[config.mk]
export PLATFORM = sky130hd
export DESIGN_NAME = vector_moving_average
export DESIGN_NICKNAME = d
export VERILOG_FILES = /design/src/hdl/mva_pkg.sv /design/src/hdl/vector_moving_average.sv /design/src/hdl/mva_window_ram.sv /design/src/hdl/mva_divider.sv
export SDC_FILE = /design/constraint.sdc
export NUM_CORES = 2
export LEC_CHECK = 0
export BUFFER_PORTS_ARGS = -buffer_cell sky130_fd_sc_hd__buf_2
export CAP_MARGIN = 40
export CORE_MARGIN = 2
export CORE_UTILIZATION = 25
export CTS_BUF_LIST = sky130_fd_sc_hd__clkbuf_16
export CTS_CLUSTER_DIAMETER = 60
export DETAILED_ROUTE_END_ITERATION = 16
export HOLD_SLACK_MARGIN = 0.08
export PLACE_DENSITY = 0.36
export RECOVER_POWER = 25
export SLEW_MARGIN = 15
export SYNTH_ARGS = -nofsm -noshare
export SYNTH_HDL_FRONTEND = slang
export SYNTH_SLANG_ARGS = --single-unit
[constraint.sdc]
create_clock -name clock -period 5.92 [get_ports clock]
set_input_delay 0.888 -clock clock [delete_from_list [all_inputs] [get_ports clock]]
set_output_delay 0.888 -clock clock [all_outputs]
set_load 0.01 [all_outputs]
[src/hdl/mva_pkg.sv]
`timescale 1ns / 1ps

package mva_pkg;

   // default sizes of the filter
   localparam int MVA_MAX_WINDOW  = 16;
   localparam int MVA_SAMPLE_BITS = 32;

   // window_size register
   localparam int                  MVA_WS_W     = 5;
   localparam logic [MVA_WS_W-1:0] MVA_WS_RESET = 5'd1;

   // x, y and z lanes
   localparam int MVA_AXES = 3;

   // status of the shared divider
   typedef struct packed {
      logic busy;
      logic done;
   } mva_div_status_type;

endpackage

[src/hdl/vector_moving_average.sv]
`timescale 1ns / 1ps

// Three-axis boxcar moving average. Each req transfer carries one x/y/z rate
// sample; each rsp transfer returns the mean of the last window_size samples
// per axis, truncated toward zero. With window_size 0 or 1 the sample passes
// straight through the result and rsp registers. Otherwise the block keeps a ring of
// samples in a small RAM and a running sum per axis, and divides each sum by
// the window length in one shared restoring divider, one quotient bit per
// cycle, taking the axes in turn. Once a result is in the rsp register the
// block is idle again and can take the next sample; the first averaged item
// after reset or after a write of window_size first fills the window, one
// RAM entry per cycle. req_ready is high only while the block is idle, and a
// finished result waits in the rsp register while the next sample is taken.
// window_size above MAX_WINDOW counts as MAX_WINDOW; write it only while no
// sample is in flight.
module vector_moving_average
   import mva_pkg::*;
#(
   parameter int MAX_WINDOW  = MVA_MAX_WINDOW,
   parameter int SAMPLE_BITS = MVA_SAMPLE_BITS
) (
   input  logic                          clock,
   input  logic                          reset,
   // sample channel
   input  logic                          req_valid,
   output logic                          req_ready,
   input  logic signed [SAMPLE_BITS-1:0] req_rate_x,
   input  logic signed [SAMPLE_BITS-1:0] req_rate_y,
   input  logic signed [SAMPLE_BITS-1:0] req_rate_z,
   // average channel
   output logic                          rsp_valid,
   input  logic                          rsp_ready,
   output logic signed [SAMPLE_BITS-1:0] rsp_avg_x,
   output logic signed [SAMPLE_BITS-1:0] rsp_avg_y,
   output logic signed [SAMPLE_BITS-1:0] rsp_avg_z,
   // window_size register
   input  logic                          csr_wr_en,
   input  logic [MVA_WS_W-1:0]           csr_wr_data
);

   // ring index width and running sum width
   localparam int POS_W   = $clog2(MAX_WINDOW);
   localparam int SUM_W   = SAMPLE_BITS + POS_W;
   // largest window the 5-bit register can actually select
   localparam int N_LIMIT = (MAX_WINDOW < 31) ? MAX_WINDOW : 31;
   localparam int MEM_W   = MVA_AXES * SAMPLE_BITS;

   localparam logic [1:0] AXIS_FIRST = 2'd0;
   localparam logic [1:0] AXIS_LAST  = 2'(MVA_AXES - 1);

   typedef enum logic [2:0] {
      S_IDLE,
      S_FILL,
      S_ADV,
      S_READ,
      S_UPD,
      S_DIV,
      S_OUT
   } state_type;

   state_type state_ff, state_in;

   logic [MVA_WS_W-1:0] window_size_ff, window_size_in;
   logic                primed_ff, primed_in;
   logic [POS_W-1:0]    pos_ff, pos_in;
   logic [POS_W-1:0]    fill_cnt_ff, fill_cnt_in;
   logic [1:0]          axis_ff, axis_in;
   logic                div_start_ff, div_start_in;
   logic                rsp_valid_ff, rsp_valid_in;

   logic signed [SAMPLE_BITS-1:0] samp_ff [MVA_AXES];
   logic signed [SAMPLE_BITS-1:0] samp_in [MVA_AXES];
   logic signed [SUM_W-1:0]       sum_ff  [MVA_AXES];
   logic signed [SUM_W-1:0]       sum_in  [MVA_AXES];
   logic signed [SAMPLE_BITS-1:0] res_ff  [MVA_AXES];
   logic signed [SAMPLE_BITS-1:0] res_in  [MVA_AXES];
   logic signed [SAMPLE_BITS-1:0] rsp_ff  [MVA_AXES];
   logic signed [SAMPLE_BITS-1:0] rsp_in  [MVA_AXES];

   // effective window length and ring stepping
   logic [MVA_WS_W-1:0] win_n;
   logic                averaging;
   logic [POS_W:0]      pos_inc;
   logic [POS_W-1:0]    pos_next;
   logic                fill_last;

   // window RAM, lanes packed x in the low bits
   logic                          mem_wr_en;
   logic [POS_W-1:0]              mem_wr_addr;
   logic [MEM_W-1:0]              mem_wr_data;
   logic [MEM_W-1:0]              mem_rd_data;
   logic signed [SAMPLE_BITS-1:0] rd_old [MVA_AXES];

   // shared divider
   mva_div_status_type      div_status;
   logic signed [SUM_W-1:0] sel_sum;
   logic                    sel_neg;
   logic [SUM_W-1:0]        div_dividend;
   logic [SUM_W-1:0]        div_quotient;
   logic [SUM_W-1:0]        q_fixed;

   assign win_n = (32'(window_size_ff) > 32'(N_LIMIT)) ? MVA_WS_W'(N_LIMIT)
                                                        : window_size_ff;
   assign averaging = (win_n >= MVA_WS_W'(2));

   // increment wraps when it reaches the window, also after a shrink
   assign pos_inc   = {1'b0, pos_ff} + (POS_W + 1)'(1);
   assign pos_next  = (32'(pos_inc) >= 32'(win_n)) ? '0 : pos_inc[POS_W-1:0];
   assign fill_last = ((32'(fill_cnt_ff) + 32'd1) == 32'(win_n));

   assign mem_wr_en   = (state_ff == S_FILL) || (state_ff == S_UPD);
   assign mem_wr_addr = (state_ff == S_FILL) ? fill_cnt_ff : pos_ff;
   assign mem_wr_data = {samp_ff[2], samp_ff[1], samp_ff[0]};

   mva_window_ram #(
      .DEPTH (MAX_WINDOW),
      .WIDTH (MEM_W)
   ) u_ram (
      .clock   (clock),
      .wr_en   (mem_wr_en),
      .wr_addr (mem_wr_addr),
      .wr_data (mem_wr_data),
      .rd_addr (pos_ff),
      .rd_data (mem_rd_data)
   );

   always_comb begin
      for (int a = 0; a < MVA_AXES; a++) begin
         rd_old[a] = mem_rd_data[a*SAMPLE_BITS +: SAMPLE_BITS];
      end
   end

   // divide the magnitude, put the sign back afterwards (truncation toward zero)
   assign sel_sum      = sum_ff[axis_ff];
   assign sel_neg      = sel_sum[SUM_W-1];
   assign div_dividend = sel_neg ? SUM_W'(-sel_sum) : SUM_W'(sel_sum);
   assign q_fixed      = sel_neg ? (-div_quotient) : div_quotient;

   mva_divider #(
      .DIVIDEND_W (SUM_W),
      .DIVISOR_W  (MVA_WS_W)
   ) u_div (
      .clock    (clock),
      .reset    (reset),
      .start    (div_start_ff),
      .dividend (div_dividend),
      .divisor  (win_n),
      .status   (div_status),
      .quotient (div_quotient)
   );

   // sequencer
   always_comb begin
      state_in       = state_ff;
      window_size_in = window_size_ff;
      primed_in      = primed_ff;
      pos_in         = pos_ff;
      fill_cnt_in    = fill_cnt_ff;
      axis_in        = axis_ff;
      div_start_in   = 1'b0;
      rsp_valid_in   = rsp_valid_ff;
      samp_in        = samp_ff;
      sum_in         = sum_ff;
      res_in         = res_ff;
      rsp_in         = rsp_ff;

      // downstream took the held result
      if (rsp_valid_ff && rsp_ready) begin
         rsp_valid_in = 1'b0;
      end

      case (state_ff)
         S_IDLE: begin
            if (req_valid) begin
               samp_in[0] = req_rate_x;
               samp_in[1] = req_rate_y;
               samp_in[2] = req_rate_z;
               if (!averaging) begin
                  // pass through, filter state untouched
                  res_in[0] = req_rate_x;
                  res_in[1] = req_rate_y;
                  res_in[2] = req_rate_z;
                  state_in  = S_OUT;
               end else if (!primed_ff) begin
                  fill_cnt_in = '0;
                  for (int a = 0; a < MVA_AXES; a++) begin
                     sum_in[a] = '0;
                  end
                  state_in = S_FILL;
               end else begin
                  state_in = S_ADV;
               end
            end
         end
         S_FILL: begin
            // one entry per cycle, sum builds up to sample * window
            for (int a = 0; a < MVA_AXES; a++) begin
               sum_in[a] = sum_ff[a] + SUM_W'(samp_ff[a]);
            end
            fill_cnt_in = fill_cnt_ff + POS_W'(1);
            if (fill_last) begin
               primed_in = 1'b1;
               state_in  = S_ADV;
            end
         end
         S_ADV: begin
            pos_in   = pos_next;
            state_in = S_READ;
         end
         S_READ: begin
            // oldest entry lands in the RAM output register
            state_in = S_UPD;
         end
         S_UPD: begin
            for (int a = 0; a < MVA_AXES; a++) begin
               sum_in[a] = sum_ff[a] - SUM_W'(rd_old[a]) + SUM_W'(samp_ff[a]);
            end
            axis_in      = AXIS_FIRST;
            div_start_in = 1'b1;
            state_in     = S_DIV;
         end
         S_DIV: begin
            if (div_status.done) begin
               res_in[axis_ff] = q_fixed[SAMPLE_BITS-1:0];
               if (axis_ff == AXIS_LAST) begin
                  state_in = S_OUT;
               end else begin
                  axis_in      = axis_ff + 2'd1;
                  div_start_in = 1'b1;
               end
            end
         end
         S_OUT: begin
            if (!rsp_valid_ff || rsp_ready) begin
               rsp_in       = res_ff;
               rsp_valid_in = 1'b1;
               state_in     = S_IDLE;
            end
         end
         default: begin
            state_in = S_IDLE;
         end
      endcase

      // register write re-arms the window fill
      if (csr_wr_en) begin
         window_size_in = csr_wr_data;
         primed_in      = 1'b0;
      end
   end

   always_ff @(posedge clock) begin
      if (reset) begin
         state_ff       <= S_IDLE;
         window_size_ff <= MVA_WS_RESET;
         primed_ff      <= 1'b0;
         pos_ff         <= '0;
         fill_cnt_ff    <= '0;
         axis_ff        <= AXIS_FIRST;
         div_start_ff   <= 1'b0;
         rsp_valid_ff   <= 1'b0;
         for (int a = 0; a < MVA_AXES; a++) begin
            sum_ff[a] <= '0;
         end
      end else begin
         state_ff       <= state_in;
         window_size_ff <= window_size_in;
         primed_ff      <= primed_in;
         pos_ff         <= pos_in;
         fill_cnt_ff    <= fill_cnt_in;
         axis_ff        <= axis_in;
         div_start_ff   <= div_start_in;
         rsp_valid_ff   <= rsp_valid_in;
         sum_ff         <= sum_in;
      end
      samp_ff <= samp_in;
      res_ff  <= res_in;
      rsp_ff  <= rsp_in;
   end

   assign req_ready = (state_ff == S_IDLE);
   assign rsp_valid = rsp_valid_ff;
   assign rsp_avg_x = rsp_ff[0];
   assign rsp_avg_y = rsp_ff[1];
   assign rsp_avg_z = rsp_ff[2];

   // divider only runs while an average is being formed
   a_div_in_seq: assert property (@(posedge clock) disable iff (reset)
      div_status.busy |-> (state_ff == S_DIV))
      else $error("divider busy outside the divide phase");

   // a register write always forces a refill
   a_csr_rearm: assert property (@(posedge clock) disable iff (reset)
      csr_wr_en |=> !primed_ff)
      else $error("window not re-armed after window_size write");

   // ring index stays inside the active window when an entry is replaced
   a_pos_in_window: assert property (@(posedge clock) disable iff (reset)
      (state_ff == S_UPD) |-> (32'(pos_ff) < 32'(win_n)))
      else $error("ring position outside the window");

   // pass-through samples skip straight to the result register
   a_pass_through: assert property (@(posedge clock) disable iff (reset)
      (req_valid && req_ready && !averaging && !csr_wr_en) |=> (state_ff == S_OUT))
      else $error("pass-through sample did not go to output");

endmodule

[src/hdl/mva_window_ram.sv]
`timescale 1ns / 1ps

module mva_window_ram #(
   parameter int DEPTH = 16,
   parameter int WIDTH = 96
) (
   input  logic                     clock,
   input  logic                     wr_en,
   input  logic [$clog2(DEPTH)-1:0] wr_addr,
   input  logic [WIDTH-1:0]         wr_data,
   input  logic [$clog2(DEPTH)-1:0] rd_addr,
   output logic [WIDTH-1:0]         rd_data
);

   logic [WIDTH-1:0] window_mem [DEPTH];
   logic [WIDTH-1:0] rd_data_ff;

   always_ff @(posedge clock) begin
      if (wr_en) begin
         window_mem[wr_addr] <= wr_data;
      end
      rd_data_ff <= window_mem[rd_addr];
   end

   assign rd_data = rd_data_ff;

endmodule

[src/hdl/mva_divider.sv]
`timescale 1ns / 1ps

module mva_divider
   import mva_pkg::*;
#(
   parameter int DIVIDEND_W = 36,
   parameter int DIVISOR_W  = MVA_WS_W
) (
   input  logic                  clock,
   input  logic                  reset,
   input  logic                  start,
   input  logic [DIVIDEND_W-1:0] dividend,
   input  logic [DIVISOR_W-1:0]  divisor,
   output mva_div_status_type    status,
   output logic [DIVIDEND_W-1:0] quotient
);

   localparam int CNT_W = $clog2(DIVIDEND_W + 1);

   logic                  busy_ff, busy_in;
   logic                  done_ff, done_in;
   logic [CNT_W-1:0]      cnt_ff, cnt_in;
   logic [DIVISOR_W-1:0]  rem_ff, rem_in;
   logic [DIVIDEND_W-1:0] quo_ff, quo_in;
   logic [DIVISOR_W-1:0]  div_ff, div_in;

   logic [DIVISOR_W:0] trial;
   logic [DIVISOR_W:0] diff;
   logic               fits;

   // restoring division, one quotient bit per cycle, msb first
   assign trial = {rem_ff, quo_ff[DIVIDEND_W-1]};
   assign diff  = trial - {1'b0, div_ff};
   assign fits  = (trial >= {1'b0, div_ff});

   always_comb begin
      busy_in = busy_ff;
      done_in = 1'b0;
      cnt_in  = cnt_ff;
      rem_in  = rem_ff;
      quo_in  = quo_ff;
      div_in  = div_ff;
      if (start) begin
         busy_in = 1'b1;
         cnt_in  = '0;
         rem_in  = '0;
         quo_in  = dividend;
         div_in  = divisor;
      end else if (busy_ff) begin
         quo_in = {quo_ff[DIVIDEND_W-2:0], fits};
         rem_in = fits ? diff[DIVISOR_W-1:0] : trial[DIVISOR_W-1:0];
         cnt_in = cnt_ff + CNT_W'(1);
         if (cnt_ff == CNT_W'(DIVIDEND_W - 1)) begin
            busy_in = 1'b0;
            done_in = 1'b1;
         end
      end
   end

   always_ff @(posedge clock) begin
      if (reset) begin
         busy_ff <= 1'b0;
         done_ff <= 1'b0;
         cnt_ff  <= '0;
      end else begin
         busy_ff <= busy_in;
         done_ff <= done_in;
         cnt_ff  <= cnt_in;
      end
      rem_ff <= rem_in;
      quo_ff <= quo_in;
      div_ff <= div_in;
   end

   assign status.busy = busy_ff;
   assign status.done = done_ff;
   assign quotient    = quo_ff;

endmodule
==> results.json <==
{
  "clkPwrFrac": 0.265,
  "finalNetCount": 6696,
  "path_depth": 14,
  "final_hold_viol_count": 0,
  "path_class": "register to register",
  "clk_path_buf_depth": 4,
  "io_pins": 204,
  "htreeDepth": 5,
  "cp_cell_sequence": "clkbuf_1 -> inv_1 -> fa_1 -> inv_1 -> ha_1 -> and3_1 -> and2_1 -> a221o_1 -> a41oi_2 -> o31ai_1 -> a221oi_2 -> o21ba_1 -> mux2i_1 -> a21oi_1",
  "rsz0062_at_grt": "false",
  "r2r_start": "mem_wr_data[55]",
  "crit_slowest_cell": "clkbuf_1",
  "synth-main-ff-cell": "edfxtp_1",
  "drtIter0Drc": 4462,
  "reg2reg_slack_ps": 1290,
  "grt_pass1_wl_um": 454000,
  "fin_crit_ps": 4630,
  "routed_via_density": 4.67,
  "intPower_w": 0.0360,
  "synthesis.nets": 6283,
  "syn_inst": 5837,
  "syn_area_um2": 93100,
  "clk_pin_slew_ps": 60,
  "synth_edf_count": 1865,
  "crit_start": "mem_wr_data[55]",
  "holdBufCountCts": 0,
  "async_flop_share": 0,
  "cap_violations": 1,
  "cp_num_buf_inv": 3,
  "endpoint_kind": "register",
  "place_inst": 10955,
  "grt_max_degree": 104,
  "seq_power_share": 0.348,
  "setup_ws_ps": 1290,
  "ys_types": 97,
  "fin_crit_sh": 0.782,
  "start_util": 0.251,
  "die_x_um": 614,
  "most-common-layout-cells": "edfxtp_1, inv_1, mux4_2",
  "p_comb_frac": 0.387,
  "coreArea_um2": 371000,
  "max_stage_delay_ps": 1010,
  "ant_nets": 0,
  "finalPower_w": 0.0585,
  "max_freq_ghz": 0.216,
  "syn_area_per_cell_um2": 15.9,
  "ys_warn_count": 0,
  "pre_cts_ws_ps": 1350,
  "worstRegToRegCells": 14,
  "timing.critical_path.mode_cell": "inv_1",
  "arrival_ps": 5330,
  "ctsResizeCount": 0,
  "routedWlPerCell_um": 28.5,
  "finClkSkew_ps": 40.4,
  "crit_end": "sum_ff[70]",
  "peakVddDrop_uv": 389,
  "layout.cells.non_filler": 11447,
  "root_buffer": "clkbuf_16",
  "numCtsBuffers": 263,
  "cp_max_fo": 18,
  "route.detailed.drc": 0,
  "io_buffers": 203,
  "dp_hpwl_um": 210000,
  "area_growth_pct": 18.2,
  "status": "complete, but fails checks",
  "dieArea_um2": 377000,
  "die_height_um": 614,
  "p_sw_w": 0.0225,
  "first_global_vias": 56250,
  "setup_viol": 0,
  "r2r-end": "sum_ff[70]",
  "postCtsSetupRepairBufs": 0,
  "grt_overflow_total": 0,
  "ys_ff_latch": 2103,
  "grt.total_usage": 0.170,
  "vias": 53489,
  "drv_slew": 25,
  "place.gp.congestion": 0.835,
  "cp-start-kind": "register",
  "yosysSeqAreaShare": 0.653,
  "power.density_nw_per_um2": 532,
  "relSlewSlack": -0.250,
  "swShare": 0.385,
  "synth.top_cells.by_area": "edfxtp_1, mux4_2, dfxtp_1",
  "violations": "max-capacitance violations, max-slew violations",
  "drive_gt1_frac": 0.196,
  "cp.required_ps": 6620,
  "cts_tree": "done",
  "synth_top_area_cell": "edfxtp_1",
  "antenna_found_initial": 26,
  "clk_latency_ps": 900,
  "wirelength_um": 327000,
  "leakage_nw": 37.4,
  "cts.sinks": 2103,
  "worst_slew_pin_slew_ps": 1880,
  "worstHoldPathType": "input port to register",
  "final_common_cell": "edfxtp_1",
  "synth_top_area_share": 0.602,
  "row_count": 224,
  "crit_family": "compound AO/OA/AOI/OAI gates",
  "firstDrtPassIters": 6
}
[area by class of cell]
type,count,area [µm²]
Antenna cell,17,42.5
Clock buffer,267,6680
Clock inverter,206,1560
Fill cell,36971,261000
Inverter,474,1780
Multi-Input combinational cell,3025,30100
Sequential cell,2103,60800
Tap cell,4972,6220
Timing Repair Buffer,383,2770
[power groups by stage]
stage | Combinational [W] | Sequential, W | Clock (W)
3_3_place_gp | 0.0227 | 0.0208 | 0
4_1_cts | 0.0229 | 0.0205 | 0.0160
3_5_place_dp | 0.0228 | 0.0208 | 0
2_1_floorplan | 0.0150 | 0.0197 | 0
5_1_grt | 0.0249 | 0.0206 | 0.0165
6_report | 0.0226 | 0.0204 | 0.0155
[per-layer routing]
metal | vias to the layer above | GRT usage | wire (µm)
met1 | 28462 | 0.218 | 140000
met3 | 387 | 0.0195 | 11700
met2 | 1196 | 0.296 | 164000
met4 | 6 | 0.0558 | 11500
li1 | 23438 | - | -
met5 | - | 0 | 41
[per-stage QoR]
stage / TNS, ps / utilization / hold WS (ps) / area (µm²)
2_1_floorplan: -45620 / - / 400 / 93100
3_3_place_gp: 0 / 0.273 / 402 / 101000
3_5_place_dp: 0 / 0.274 / 405 / 102000
4_1_cts: 0 / 0.297 / 121 / 110000
5_1_grt: 0 / 0.296 / 152 / 110000
6_report: 0 / 0.296 / 196 / 110000
[worst min-delay path by stage]
| stage | cells after the start | slack (ps) | start | endpoint |
|---|---|---|---|---|
| 2_1_floorplan | 0 | 400 | res_ff[64] | rsp_avg_x[0] |
| 3_3_place_gp | 0 | 400 | res_ff[57] | rsp_avg_y[25] |
| 3_5_place_dp | 0 | 400 | res_ff[64] | rsp_avg_x[0] |
| 4_1_cts | 1 | 120 | req_rate_z[24] | mem_wr_data[88] |
| 5_1_grt | 1 | 150 | req_rate_z[24] | mem_wr_data[88] |
| 6_report | 1 | 200 | req_rate_z[24] | mem_wr_data[88] |
[cell usage after synthesis, drive strengths merged (10+ instances only)]
library cell	instances
and2	21
a221oi	19
o21a	34
xor2	98
o22ai	24
nor2b	27
clkbuf	190
nand2	279
a31oi	30
or2	10
o31ai	18
buf	45
inv	474
a21oi	282
edfxtp	1865
mux4	480
nor3b	14
or3	16
nor2	255
o211ai	14
a22oi	46
nand4	28
dfxtp	238
ha	231
o21bai	31
o21ai	245
mux2	36
xnor2	157
nor4	14
nand3	52
nor3	54
nand2b	37
mux2i	50
and3	21
a2111oi	10
a211oi	28
a21o	107
fa	109
a222oi	38
[sequential cells by signal (all words and copies together) (netlist names)]
| name | cells |
|---|---|
| u_ram.window_mem | 1536 |
| sum_ff | 108 |
| mem_wr_data | 96 |
| res_ff | 96 |
| u_ram.rd_data | 96 |
| u_div.quotient | 36 |
| rsp_avg_x | 32 |
| rsp_avg_y | 32 |
| rsp_avg_z | 32 |
| u_div.cnt_ff | 6 |
| u_div.div_ff | 5 |
| u_div.rem_ff | 5 |
| window_size_ff | 5 |
| fill_cnt_ff | 4 |
| pos_ff | 4 |
| state_ff | 3 |
| axis_ff | 2 |
| div_start_ff | 1 |
| primed_ff | 1 |
| rsp_valid | 1 |
| u_div.busy_ff | 1 |
| u_div.done_ff | 1 |
[kinds of logic after synthesis]
| group | after synthesis | share of synthesized area |
|---|---|---|
| compound gates | 1013 | 0.0706 |
| flops | 2103 | 0.653 |
| xor+xnor | 255 | 0.0240 |
| mux | 566 | 0.126 |
| fa+ha+maj | 340 | 0.0545 |
| buf+inv | 709 | 0.0292 |
| simple gates | 851 | 0.0428 |
Note: power is estimated with default switching activity, not from simulation.
